### src/hw/rtl/gouy_chapman_surface_activity_macros.svh
// assertion macros for the gouy-chapman surface activity block
`ifndef GOUY_CHAPMAN_SURFACE_ACTIVITY_MACROS_SVH
`define GOUY_CHAPMAN_SURFACE_ACTIVITY_MACROS_SVH
`ifndef SYNTHESIS
`define GCSA_ASSERT_IMP(label, ante, cons, msg) \
    label: assert property (@(posedge clk) disable iff (!rst_n) (ante) |-> (cons)) \
        else $error(msg);
`define GCSA_ASSERT_NXT(label, ante, cons, msg) \
    label: assert property (@(posedge clk) disable iff (!rst_n) (ante) |=> (cons)) \
        else $error(msg);
`else
`define GCSA_ASSERT_IMP(label, ante, cons, msg)
`define GCSA_ASSERT_NXT(label, ante, cons, msg)
`endif
`endif

### src/hw/rtl/gcsa_pkg.sv
// types and constants shared by the surface activity block
package gcsa_pkg;

    typedef enum logic [1:0] {
        OP_MUL,
        OP_DIV,
        OP_SQRT
    } arith_op_t;

    typedef enum logic [2:0] {
        REG_POS_IDX,
        REG_NEU_IDX,
        REG_NEG_IDX,
        REG_PROTON_IDX,
        REG_CHARGED_MASK,
        REG_CHARGE_SCALE,
        REG_ION_FLOOR,
        REG_SITE_EPS
    } cfg_reg_t;

    // request to the serial arithmetic unit
    typedef struct packed {
        logic      start;
        arith_op_t op;
        logic [63:0] a;
        logic [63:0] b;
    } arith_req_t;

    localparam int unsigned DIV_STEPS  = 64;
    localparam int unsigned SQRT_STEPS = 32;
    localparam int unsigned MUL_STEPS  = 34;

endpackage

### src/hw/rtl/gcsa_arith.sv
// bit-serial multiply, divide and square root unit
module gcsa_arith (
    input  logic                   clk,
    input  logic                   rst_n,
    input  gcsa_pkg::arith_req_t   req,
    output logic                   done,
    output logic [67:0]            res
);
    import gcsa_pkg::*;

    logic        busy_reg;
    logic        done_reg;
    logic [6:0]  cnt_reg;
    arith_op_t   op_reg;
    logic [67:0] rem_reg, rem_next;
    logic [63:0] quo_reg, quo_next;
    logic [63:0] src_reg, src_next;
    logic [63:0] dvs_reg;

    logic [67:0] div_t, sqrt_t, sqrt_trial;
    logic [34:0] mul_sum;

    always_comb
    begin
        div_t      = {rem_reg[66:0], src_reg[63]};
        sqrt_t     = {rem_reg[65:0], src_reg[63:62]};
        sqrt_trial = {2'b00, quo_reg, 2'b01};
        mul_sum    = {1'b0, rem_reg[67:34]}
                   + (rem_reg[0] ? {1'b0, dvs_reg[33:0]} : 35'd0);
        rem_next   = rem_reg;
        quo_next   = quo_reg;
        src_next   = src_reg;
        case (op_reg)
            OP_DIV:
            begin
                src_next = {src_reg[62:0], 1'b0};
                if (div_t >= {4'b0, dvs_reg})
                begin
                    rem_next = div_t - {4'b0, dvs_reg};
                    quo_next = {quo_reg[62:0], 1'b1};
                end
                else
                begin
                    rem_next = div_t;
                    quo_next = {quo_reg[62:0], 1'b0};
                end
            end
            OP_SQRT:
            begin
                src_next = {src_reg[61:0], 2'b00};
                if (sqrt_t >= sqrt_trial)
                begin
                    rem_next = sqrt_t - sqrt_trial;
                    quo_next = {quo_reg[62:0], 1'b1};
                end
                else
                begin
                    rem_next = sqrt_t;
                    quo_next = {quo_reg[62:0], 1'b0};
                end
            end
            default:
            begin
                rem_next = {mul_sum, rem_reg[33:1]};
            end
        endcase
    end

    always_ff @(posedge clk or negedge rst_n)
    begin
        if (!rst_n)
        begin
            busy_reg <= 1'b0;
            done_reg <= 1'b0;
            cnt_reg  <= '0;
            op_reg   <= OP_MUL;
        end
        else
        begin
            done_reg <= 1'b0;
            if (req.start && !busy_reg)
            begin
                busy_reg <= 1'b1;
                op_reg   <= req.op;
                unique case (req.op)
                    OP_DIV:  cnt_reg <= 7'(DIV_STEPS - 1);
                    OP_SQRT: cnt_reg <= 7'(SQRT_STEPS - 1);
                    default: cnt_reg <= 7'(MUL_STEPS - 1);
                endcase
            end
            else if (busy_reg)
            begin
                cnt_reg <= cnt_reg - 7'd1;
                if (cnt_reg == 7'd0)
                begin
                    busy_reg <= 1'b0;
                    done_reg <= 1'b1;
                end
            end
        end
    end

    // datapath, no reset
    always_ff @(posedge clk)
    begin
        if (req.start && !busy_reg)
        begin
            src_reg <= req.a;
            dvs_reg <= (req.op == OP_MUL) ? req.a : req.b;
            quo_reg <= '0;
            rem_reg <= (req.op == OP_MUL) ? {34'b0, req.b[33:0]} : 68'd0;
        end
        else if (busy_reg)
        begin
            rem_reg <= rem_next;
            quo_reg <= quo_next;
            src_reg <= src_next;
        end
    end

    assign done = done_reg;
    assign res  = (op_reg == OP_MUL) ? rem_reg : {4'b0, quo_reg};

endmodule

### src/hw/rtl/gouy_chapman_surface_activity.sv
// gouy-chapman surface proton activity: top level with sequencer
// a component without the last flag is taken while idle; a last component
// starts the cell calculation on the shared one-bit-per-cycle
// arithmetic unit (up to three divides of 64 steps, two roots of 32, four multiplies of 34)
// throughput: one component per cycle within a cell, one result per cell
// reset: registers take their documented values, sums and latches clear to zero
module gouy_chapman_surface_activity #(
    parameter int NUM_COMPONENTS = 16
) (
    input  logic        clk,
    input  logic        rst_n,
    input  logic        s_axis_tvalid,
    output logic        s_axis_tready,
    input  logic [39:0] s_axis_tdata,   // conc [31:0], comp_index [37:32], zero fill
    input  logic        s_axis_tlast,   // last component of the cell
    output logic        m_axis_tvalid,
    input  logic        m_axis_tready,
    output logic [63:0] m_axis_tdata,   // surface_activity [31:0], factor [63:32]
    input  logic        cfg_we,
    input  logic [2:0]  cfg_addr,
    input  logic [63:0] cfg_data
);
    import gcsa_pkg::*;

    `include "gouy_chapman_surface_activity_macros.svh"

    localparam logic [6:0] IDX_LIMIT = 7'(NUM_COMPONENTS);

    typedef enum logic [3:0] {
        S_IDLE,
        S_RION,   // root of the ion strength
        S_Q,      // charge ratio
        S_S,      // scaled charge
        S_X,      // x magnitude
        S_MSQ,    // x squared
        S_H,      // root of x*x+1
        S_G,      // reciprocal or sum
        S_F,      // factor
        S_ACT,    // factor times proton
        S_OUT
    } state_t;

    // configuration registers
    logic [5:0]  pos_idx_reg, neu_idx_reg, neg_idx_reg, proton_idx_reg;
    logic [63:0] charged_mask_reg;
    logic [31:0] charge_scale_reg, ion_floor_reg, site_eps_reg;

    // per-cell state
    logic [39:0] ion_sum_reg;
    logic [31:0] pos_reg, neu_reg, neg_reg, proton_reg;
    logic [40:0] ion_reg;

    // sequencer and intermediates
    state_t      state_reg;
    logic        started_reg;
    logic        sign_reg;
    logic [31:0] r_reg;
    logic [16:0] q_reg;
    logic [32:0] s_reg;
    logic [31:0] mag_reg;
    logic [63:0] sq_reg;
    logic [31:0] h_reg;
    logic [32:0] g_reg;
    logic [31:0] f_reg;
    logic [31:0] act_reg;
    logic        out_valid_reg;
    logic [63:0] out_data_reg;

    // input request fields
    logic [31:0] conc;
    logic [5:0]  comp;
    logic        in_acc;
    logic        in_range;
    logic [40:0] sum_wide;
    logic [39:0] ion_sum_sat;

    assign conc     = s_axis_tdata[31:0];
    assign comp     = s_axis_tdata[37:32];
    assign in_acc   = s_axis_tvalid && s_axis_tready;
    assign in_range = ({1'b0, comp} < IDX_LIMIT);

    // saturating ion sum including the current component
    always_comb
    begin
        sum_wide = {1'b0, ion_sum_reg};
        if (in_range && charged_mask_reg[comp])
        begin
            sum_wide = {1'b0, ion_sum_reg} + {9'b0, conc};
        end
        ion_sum_sat = sum_wide[40] ? '1 : sum_wide[39:0];
    end

    // cell arithmetic inputs
    logic [33:0] total;
    logic [31:0] diff;
    logic        neg_wins;
    logic [32:0] hm;
    logic        calc_state;
    arith_req_t  req;
    logic        ar_done;
    logic [67:0] ar_res;

    assign total    = {2'b0, pos_reg} + {2'b0, neu_reg} + {2'b0, neg_reg}
                    + {2'b0, site_eps_reg};
    assign neg_wins = neg_reg > pos_reg;
    assign diff     = neg_wins ? (neg_reg - pos_reg) : (pos_reg - neg_reg);
    assign hm       = {1'b0, h_reg} + {1'b0, mag_reg};

    assign calc_state = (state_reg == S_RION) || (state_reg == S_Q)
                     || (state_reg == S_S) || (state_reg == S_X)
                     || (state_reg == S_MSQ) || (state_reg == S_H)
                     || (state_reg == S_F) || (state_reg == S_ACT)
                     || ((state_reg == S_G) && !sign_reg);

    always_comb
    begin
        req.start = calc_state && !started_reg;
        req.op    = OP_MUL;
        req.a     = '0;
        req.b     = '0;
        case (state_reg)
            S_RION:
            begin
                req.op = OP_SQRT;
                req.a  = {7'b0, ion_reg, 16'b0};
            end
            S_Q:
            begin
                req.op = OP_DIV;
                req.a  = {16'b0, diff, 16'b0};
                req.b  = {30'b0, total};
            end
            S_S:
            begin
                req.a = {47'b0, q_reg};
                req.b = {32'b0, charge_scale_reg};
            end
            S_X:
            begin
                req.op = OP_DIV;
                req.a  = {15'b0, s_reg, 16'b0};
                req.b  = {32'b0, r_reg};
            end
            S_MSQ:
            begin
                req.a = {32'b0, mag_reg};
                req.b = {32'b0, mag_reg};
            end
            S_H:
            begin
                req.op = OP_SQRT;
                req.a  = sq_reg + 64'h1_0000_0000;
            end
            S_G:
            begin
                req.op = OP_DIV;
                req.a  = 64'h1_0000_0000;
                req.b  = {31'b0, hm};
            end
            S_F:
            begin
                req.a = {31'b0, g_reg};
                req.b = {31'b0, g_reg};
            end
            S_ACT:
            begin
                req.a = {32'b0, f_reg};
                req.b = {32'b0, proton_reg};
            end
            default:
            begin
                req.start = 1'b0;
            end
        endcase
    end

    gcsa_arith u_arith (
        .clk   (clk),
        .rst_n (rst_n),
        .req   (req),
        .done  (ar_done),
        .res   (ar_res)
    );

    // configuration writes
    always_ff @(posedge clk or negedge rst_n)
    begin
        if (!rst_n)
        begin
            pos_idx_reg      <= 6'd0;
            neu_idx_reg      <= 6'd1;
            neg_idx_reg      <= 6'd2;
            proton_idx_reg   <= 6'd3;
            charged_mask_reg <= '0;
            charge_scale_reg <= 32'h0001_0000;
            ion_floor_reg    <= '0;
            site_eps_reg     <= '0;
        end
        else if (cfg_we)
        begin
            unique case (cfg_reg_t'(cfg_addr))
                REG_POS_IDX:      pos_idx_reg      <= cfg_data[5:0];
                REG_NEU_IDX:      neu_idx_reg      <= cfg_data[5:0];
                REG_NEG_IDX:      neg_idx_reg      <= cfg_data[5:0];
                REG_PROTON_IDX:   proton_idx_reg   <= cfg_data[5:0];
                REG_CHARGED_MASK: charged_mask_reg <= cfg_data;
                REG_CHARGE_SCALE: charge_scale_reg <= cfg_data[31:0];
                REG_ION_FLOOR:    ion_floor_reg    <= cfg_data[31:0];
                REG_SITE_EPS:     site_eps_reg     <= cfg_data[31:0];
            endcase
        end
    end

    // sequencer: accumulation while idle, then at most one serial operation per state
    always_ff @(posedge clk or negedge rst_n)
    begin
        if (!rst_n)
        begin
            state_reg     <= S_IDLE;
            started_reg   <= 1'b0;
            sign_reg      <= 1'b0;
            ion_sum_reg   <= '0;
            pos_reg       <= '0;
            neu_reg       <= '0;
            neg_reg       <= '0;
            proton_reg    <= '0;
            out_valid_reg <= 1'b0;
        end
        else
        begin
            // the output state reloads the slot itself
            if (out_valid_reg && m_axis_tready && state_reg != S_OUT)
            begin
                out_valid_reg <= 1'b0;
            end
            if (ar_done)
            begin
                started_reg <= 1'b0;
            end
            else if (req.start)
            begin
                started_reg <= 1'b1;
            end
            unique case (state_reg)
                S_IDLE:
                begin
                    if (in_acc)
                    begin
                        // shared indices let several latches take the same request
                        if (in_range && comp == pos_idx_reg)    pos_reg    <= conc;
                        if (in_range && comp == neu_idx_reg)    neu_reg    <= conc;
                        if (in_range && comp == neg_idx_reg)    neg_reg    <= conc;
                        if (in_range && comp == proton_idx_reg) proton_reg <= conc;
                        if (s_axis_tlast)
                        begin
                            ion_reg     <= {1'b0, ion_sum_sat} + {9'b0, ion_floor_reg};
                            ion_sum_reg <= '0;
                            state_reg   <= S_RION;
                        end
                        else
                        begin
                            ion_sum_reg <= ion_sum_sat;
                        end
                    end
                end
                S_RION:
                begin
                    if (ar_done)
                    begin
                        r_reg <= ar_res[31:0];
                        // zero site total or zero root gives x of zero
                        if (total == 34'd0 || ar_res[31:0] == 32'd0)
                        begin
                            mag_reg   <= '0;
                            sign_reg  <= 1'b0;
                            state_reg <= S_MSQ;
                        end
                        else
                        begin
                            sign_reg  <= neg_wins;
                            state_reg <= S_Q;
                        end
                    end
                end
                S_Q:
                begin
                    if (ar_done)
                    begin
                        q_reg     <= ar_res[16:0];
                        state_reg <= S_S;
                    end
                end
                S_S:
                begin
                    if (ar_done)
                    begin
                        s_reg     <= ar_res[48:16];
                        state_reg <= S_X;
                    end
                end
                S_X:
                begin
                    if (ar_done)
                    begin
                        mag_reg <= (ar_res[63:32] != 32'd0) ? '1 : ar_res[31:0];
                        if (ar_res[63:0] == 64'd0)
                        begin
                            sign_reg <= 1'b0;
                        end
                        state_reg <= S_MSQ;
                    end
                end
                S_MSQ:
                begin
                    if (ar_done)
                    begin
                        sq_reg    <= ar_res[63:0];
                        state_reg <= S_H;
                    end
                end
                S_H:
                begin
                    if (ar_done)
                    begin
                        h_reg     <= ar_res[31:0];
                        state_reg <= S_G;
                    end
                end
                S_G:
                begin
                    // negative x: sqrt(x*x+1)+|x|, otherwise its reciprocal
                    if (sign_reg)
                    begin
                        g_reg     <= hm;
                        state_reg <= S_F;
                    end
                    else if (ar_done)
                    begin
                        g_reg     <= ar_res[32:0];
                        state_reg <= S_F;
                    end
                end
                S_F:
                begin
                    if (ar_done)
                    begin
                        f_reg     <= (ar_res[67:48] != 20'd0) ? '1 : ar_res[47:16];
                        state_reg <= S_ACT;
                    end
                end
                S_ACT:
                begin
                    if (ar_done)
                    begin
                        act_reg   <= (ar_res[67:48] != 20'd0) ? '1 : ar_res[47:16];
                        state_reg <= S_OUT;
                    end
                end
                S_OUT:
                begin
                    // wait for the output slot to free up before loading it
                    if (!out_valid_reg || m_axis_tready)
                    begin
                        out_data_reg  <= {f_reg, act_reg};
                        out_valid_reg <= 1'b1;
                        state_reg     <= S_IDLE;
                    end
                end
                default:
                begin
                    state_reg <= S_IDLE;
                end
            endcase
        end
    end

    assign s_axis_tready = (state_reg == S_IDLE);
    assign m_axis_tvalid = out_valid_reg;
    assign m_axis_tdata  = out_data_reg;

    `GCSA_ASSERT_IMP(a_done_started, ar_done, started_reg, "arith done without a request")
    `GCSA_ASSERT_NXT(a_last_busy, in_acc && s_axis_tlast, !s_axis_tready, "no busy after last")
    `GCSA_ASSERT_NXT(a_sum_clear, in_acc && s_axis_tlast, ion_sum_reg == 40'd0, "ion sum kept")
    `GCSA_ASSERT_IMP(a_out_from_seq, $rose(m_axis_tvalid), $past(state_reg == S_OUT), "stray result")

endmodule

### config.mk
export PLATFORM = sky130hd
export DESIGN_NAME = gouy_chapman_surface_activity
export DESIGN_NICKNAME = d
export VERILOG_FILES = /design/src/hw/rtl/gcsa_pkg.sv /design/src/hw/rtl/gcsa_arith.sv /design/src/hw/rtl/gouy_chapman_surface_activity.sv
export VERILOG_INCLUDE_DIRS = /design/src /design/src/hw/rtl
export SDC_FILE = /design/constraint.sdc
export NUM_CORES = 2
export LEC_CHECK = 0
export ABC_CLOCK_PERIOD_IN_PS = 19300
export BUFFER_PORTS_ARGS = -buffer_cell sky130_fd_sc_hd__clkbuf_2
export CAP_MARGIN = 5
export CORE_MARGIN = 8
export CORE_UTILIZATION = 40
export CTS_BUF_LIST = sky130_fd_sc_hd__clkbuf_2
export DETAILED_ROUTE_END_ITERATION = 8
export GPL_ROUTABILITY_DRIVEN = 0
export PLACE_DENSITY_LB_ADDON = 0.2
export RECOVER_POWER = 50
export REMOVE_ABC_BUFFERS = 1
export SETUP_SLACK_MARGIN = 0.1
export SLEW_MARGIN = 20
export SYNTH_ARGS = -nofsm -noshare
export SYNTH_HDL_FRONTEND = slang
export SYNTH_HIERARCHICAL = 1
export SYNTH_SLANG_ARGS = --single-unit
export TNS_END_PERCENT = 5
### constraint.sdc
create_clock -name clk -period 19.3 [get_ports clk]
set_input_delay 2.895 -clock clk [delete_from_list [all_inputs] [get_ports clk]]
set_output_delay 2.895 -clock clk [all_outputs]
set_load 0.02 [all_outputs]
==> flow_metrics.tcl <==
set metrics [dict create \
    synth_seq_cells 994 \
    switching_share_pct 51.1 \
    crit_type "reg2reg" \
    combPwrFrac_pct 64.4 \
    start_util_pct 40.2 \
    cts_max_level 5 \
    cts_buffer_depth 4 \
    hold_violations 0 \
    dp_cells 9095 \
    synthArstFlopShare_pct 32.4 \
    cts_hold_buf 0 \
    clkTransAtPathRegs_ns 0.10 \
    drv_slew 927 \
    max_slew_margin_pct -172 \
    total_leakage_power_nw 30.1 \
    die_w_um 425 \
    grt_max_degree 101 \
    p_sw_mw 7.06 \
    seq_power_share_pct 23.9 \
    rows 150 \
    grt_pass1_vias 56277 \
    synthDistinctLibCells 117 \
    netlist_area_mm2 0.0669 \
    pin_count 179 \
    synth_ff_type "edfxtp_1" \
    drt_iter0_drc 5613 \
    nFillCells 16607 \
    yosysSeqAreaShare_pct 41.2 \
    synthCells 6972 \
    power_density_mw_per_mm2 191 \
    grt_usage_pct 26.0 \
    cts_root_buf "clkbuf_2" \
    hpwl_um 185000 \
    cts_resized 0 \
    antenna_found_initial 11 \
    crit_arrival_ns 10.50 \
    design.core.area_mm2 0.167 \
    violations "max-capacitance violations, max-slew violations" \
    drive_gt1_share_pct 15.0 \
    tightest_slew_ns 4.07 \
    setup_viol 0 \
    syn_area_per_cell_um2 9.60 \
    pwr-share-clk_pct 11.7 \
    vias 57221 \
    ant_nets 0 \
    area_growth_pct 8.25 \
    placed_cell_area_mm2 0.0701 \
    vias_per_cell 5.95 \
    crit_path_max_fanout 100 \
    worstPathRequired_ns 20.75 \
    grt_overflow 0 \
    rsz0062_at_grt "no" \
    status "complete, but fails checks" \
    first_pass_iters 8 \
    cts_buffers 299 \
    endpoint_kind "flip-flop" \
    maxClockFrequency_mhz 111 \
    hold_path.class "reg2reg" \
    cts_tree "yes" \
    layout.nets 7740 \
    fin_crit_sh_pct 46.9 \
    insertion_delay_ns 1.84 \
    clock_skew_ns 0.169 \
    wl_per_cell_um 25.3 \
    largest_reg_flops 68 \
    design_area_mm2 0.0724 \
    grt_pass1_wl_um 358000 \
    route.detailed.drc 0 \
    max_cap_violations 20 \
    power.internal_mw 6.75 \
    die_area_mm2 0.181 \
    final_common_cell "nand2_1" \
    finalWirelength_um 243000 \
    finalCriticalPeriod_ns 9.05 \
    cts_sinks 994 \
    fin_cells 9615 \
    yosys_warnings 6 \
    synth_edf_count 608 \
    post-cts-setup-buffers 0 \
    peakVddDrop_mv 0.0901 \
    io_buffer_count 144 \
    tns_ns 0 \
    die_h_um 425 \
    start_kind "flip-flop" \
    layout_common_cells "nand2_1 (772), edfxtp_1 (608), clkbuf_2 (598), o21ai_0 (524), a21oi_1 (475)" \
]
-- cell usage after synthesis, types with 27 or more instances --
cell type	n	share of area [%]
a211oi_1	47	0.53
a21o_1	186	2.1
a21oi_1	475	3.6
a221o_1	27	0.40
a22o_1	27	0.35
a22oi_1	122	1.4
a31oi_1	61	0.57
and2_1	66	0.62
and3_1	49	0.46
buf_2	29	0.22
clkbuf_1	319	1.8
dfrtp_1	317	12
dfxtp_1	64	1.9
edfxtp_1	608	27
fa_1	71	2.1
ha_1	364	6.8
inv_1	428	2.4
mux2_1	29	0.49
mux2_2	272	4.6
mux2i_1	119	1.8
nand2_1	773	4.3
nand2b_1	55	0.51
nand3_1	144	1.1
nand4_1	104	0.97
nor2_1	390	2.2
nor2b_1	29	0.27
nor3_1	101	0.76
nor4_1	47	0.44
o2111ai_1	30	0.39
o211ai_1	71	0.80
o21a_1	49	0.55
o21ai_0	523	3.9
o21ai_1	53	0.40
o21bai_1	59	0.66
o31ai_1	27	0.30
or2_2	27	0.25
or3_1	69	0.65
xnor2_1	186	2.4
xor2_1	113	1.5
-- final timing paths --
check / startpoint / slack (ns) / cells past startpoint / to
worst max-delay path: state_reg[3] / 10.25 / 11 / u_arith/rem_reg[13]
worst min-delay path: act_reg[29] / 0.40 / 0 / m_axis_tdata[29]
worst max register to register: state_reg[3] / 10.25 / 11 / u_arith/rem_reg[13]
worst min register to register: act_reg[29] / 0.40 / 0 / m_axis_tdata[29]
max in group asynchronous: rst_n / 10.68 / 3 / neg_reg[1]
min in group asynchronous: rst_n / 2.00 / 1 / charge_scale_reg[31]
-- layout make-up --
cell class | count | area, um^2 | area share (%)
multi-input cells | 5208 | 36500 | 50.4
flip-flops and latches | 994 | 27600 | 38.1
well taps | 2204 | 2760 | 3.81
clock buffers | 457 | 2290 | 3.16
inverters | 430 | 1620 | 2.23
repair buffers | 259 | 1390 | 1.92
clock inverters | 54 | 265 | 0.366
diodes | 9 | 22.5 | 0.0311
-- cell families (layout without fill, tap and decap cells) --
| family | after synthesis | count (layout) | synth area share, % |
|---|---|---|---|
| adders and majority gates | 435 | 435 | 8.93 |
| DFF | 994 | 994 | 41.2 |
| and+or+nand+nor | 1955 | 1955 | 13.9 |
| AOI/OAI and AO/OA | 2051 | 2051 | 20.2 |
| xor gates and xnor gates | 299 | 299 | 3.91 |
| buffers and inverters | 799 | 1200 | 4.64 |
| other | 1 | 39 | 0.00560 |
| muxes | 438 | 438 | 7.25 |
-- stage by stage --
stage               hold WS, ns  power [mW]  setup WS [ns]  utilization [%]
CTS                       0.406        13.7          11.78             43.6
floorplan                 0.400        9.11          10.36                -
finish                    0.401        13.8          10.25             43.5
global placement          0.403        11.9           9.75             42.1
detailed placement        0.405        12.0           9.77             42.1
global route              0.418        14.7           9.47             43.5
-- critical path, cell delays in order (launching register included) --
cell and delay, ns:
dfrtp_1 0.61, nor4_1 1.62, a221o_1 0.40, nor2_1 0.20
nand2b_1 0.25, clkinvlp_2 3.02, buf_4 1.44, and2_1 0.40
buf_4 0.27, a21oi_1 0.17, o221ai_1 0.13, nor3b_1 0.18
-- power groups by stage --
stage,registers [mW],clock network (mW),logic [mW]
finish,3.30,1.62,8.89
global route,3.34,1.78,9.54
CTS,3.29,1.68,8.73
detailed placement,3.34,0,8.68
global placement,3.33,0,8.61
floorplan,3.16,0,5.95
-- routing by layer --
| metal | vias up | wire length (um) | global-route usage, % |
|---|---|---|---|
| met4 | 4 | 13900 | 13.5 |
| met3 | 609 | 17100 | 5.14 |
| met1 | 27989 | 100000 | 32.8 |
| met2 | 2357 | 112000 | 42.3 |
| li1 | 26262 | - | - |
| met5 | - | 14 | 0 |
No activity file was read; power rests on OpenSTA's default activity.
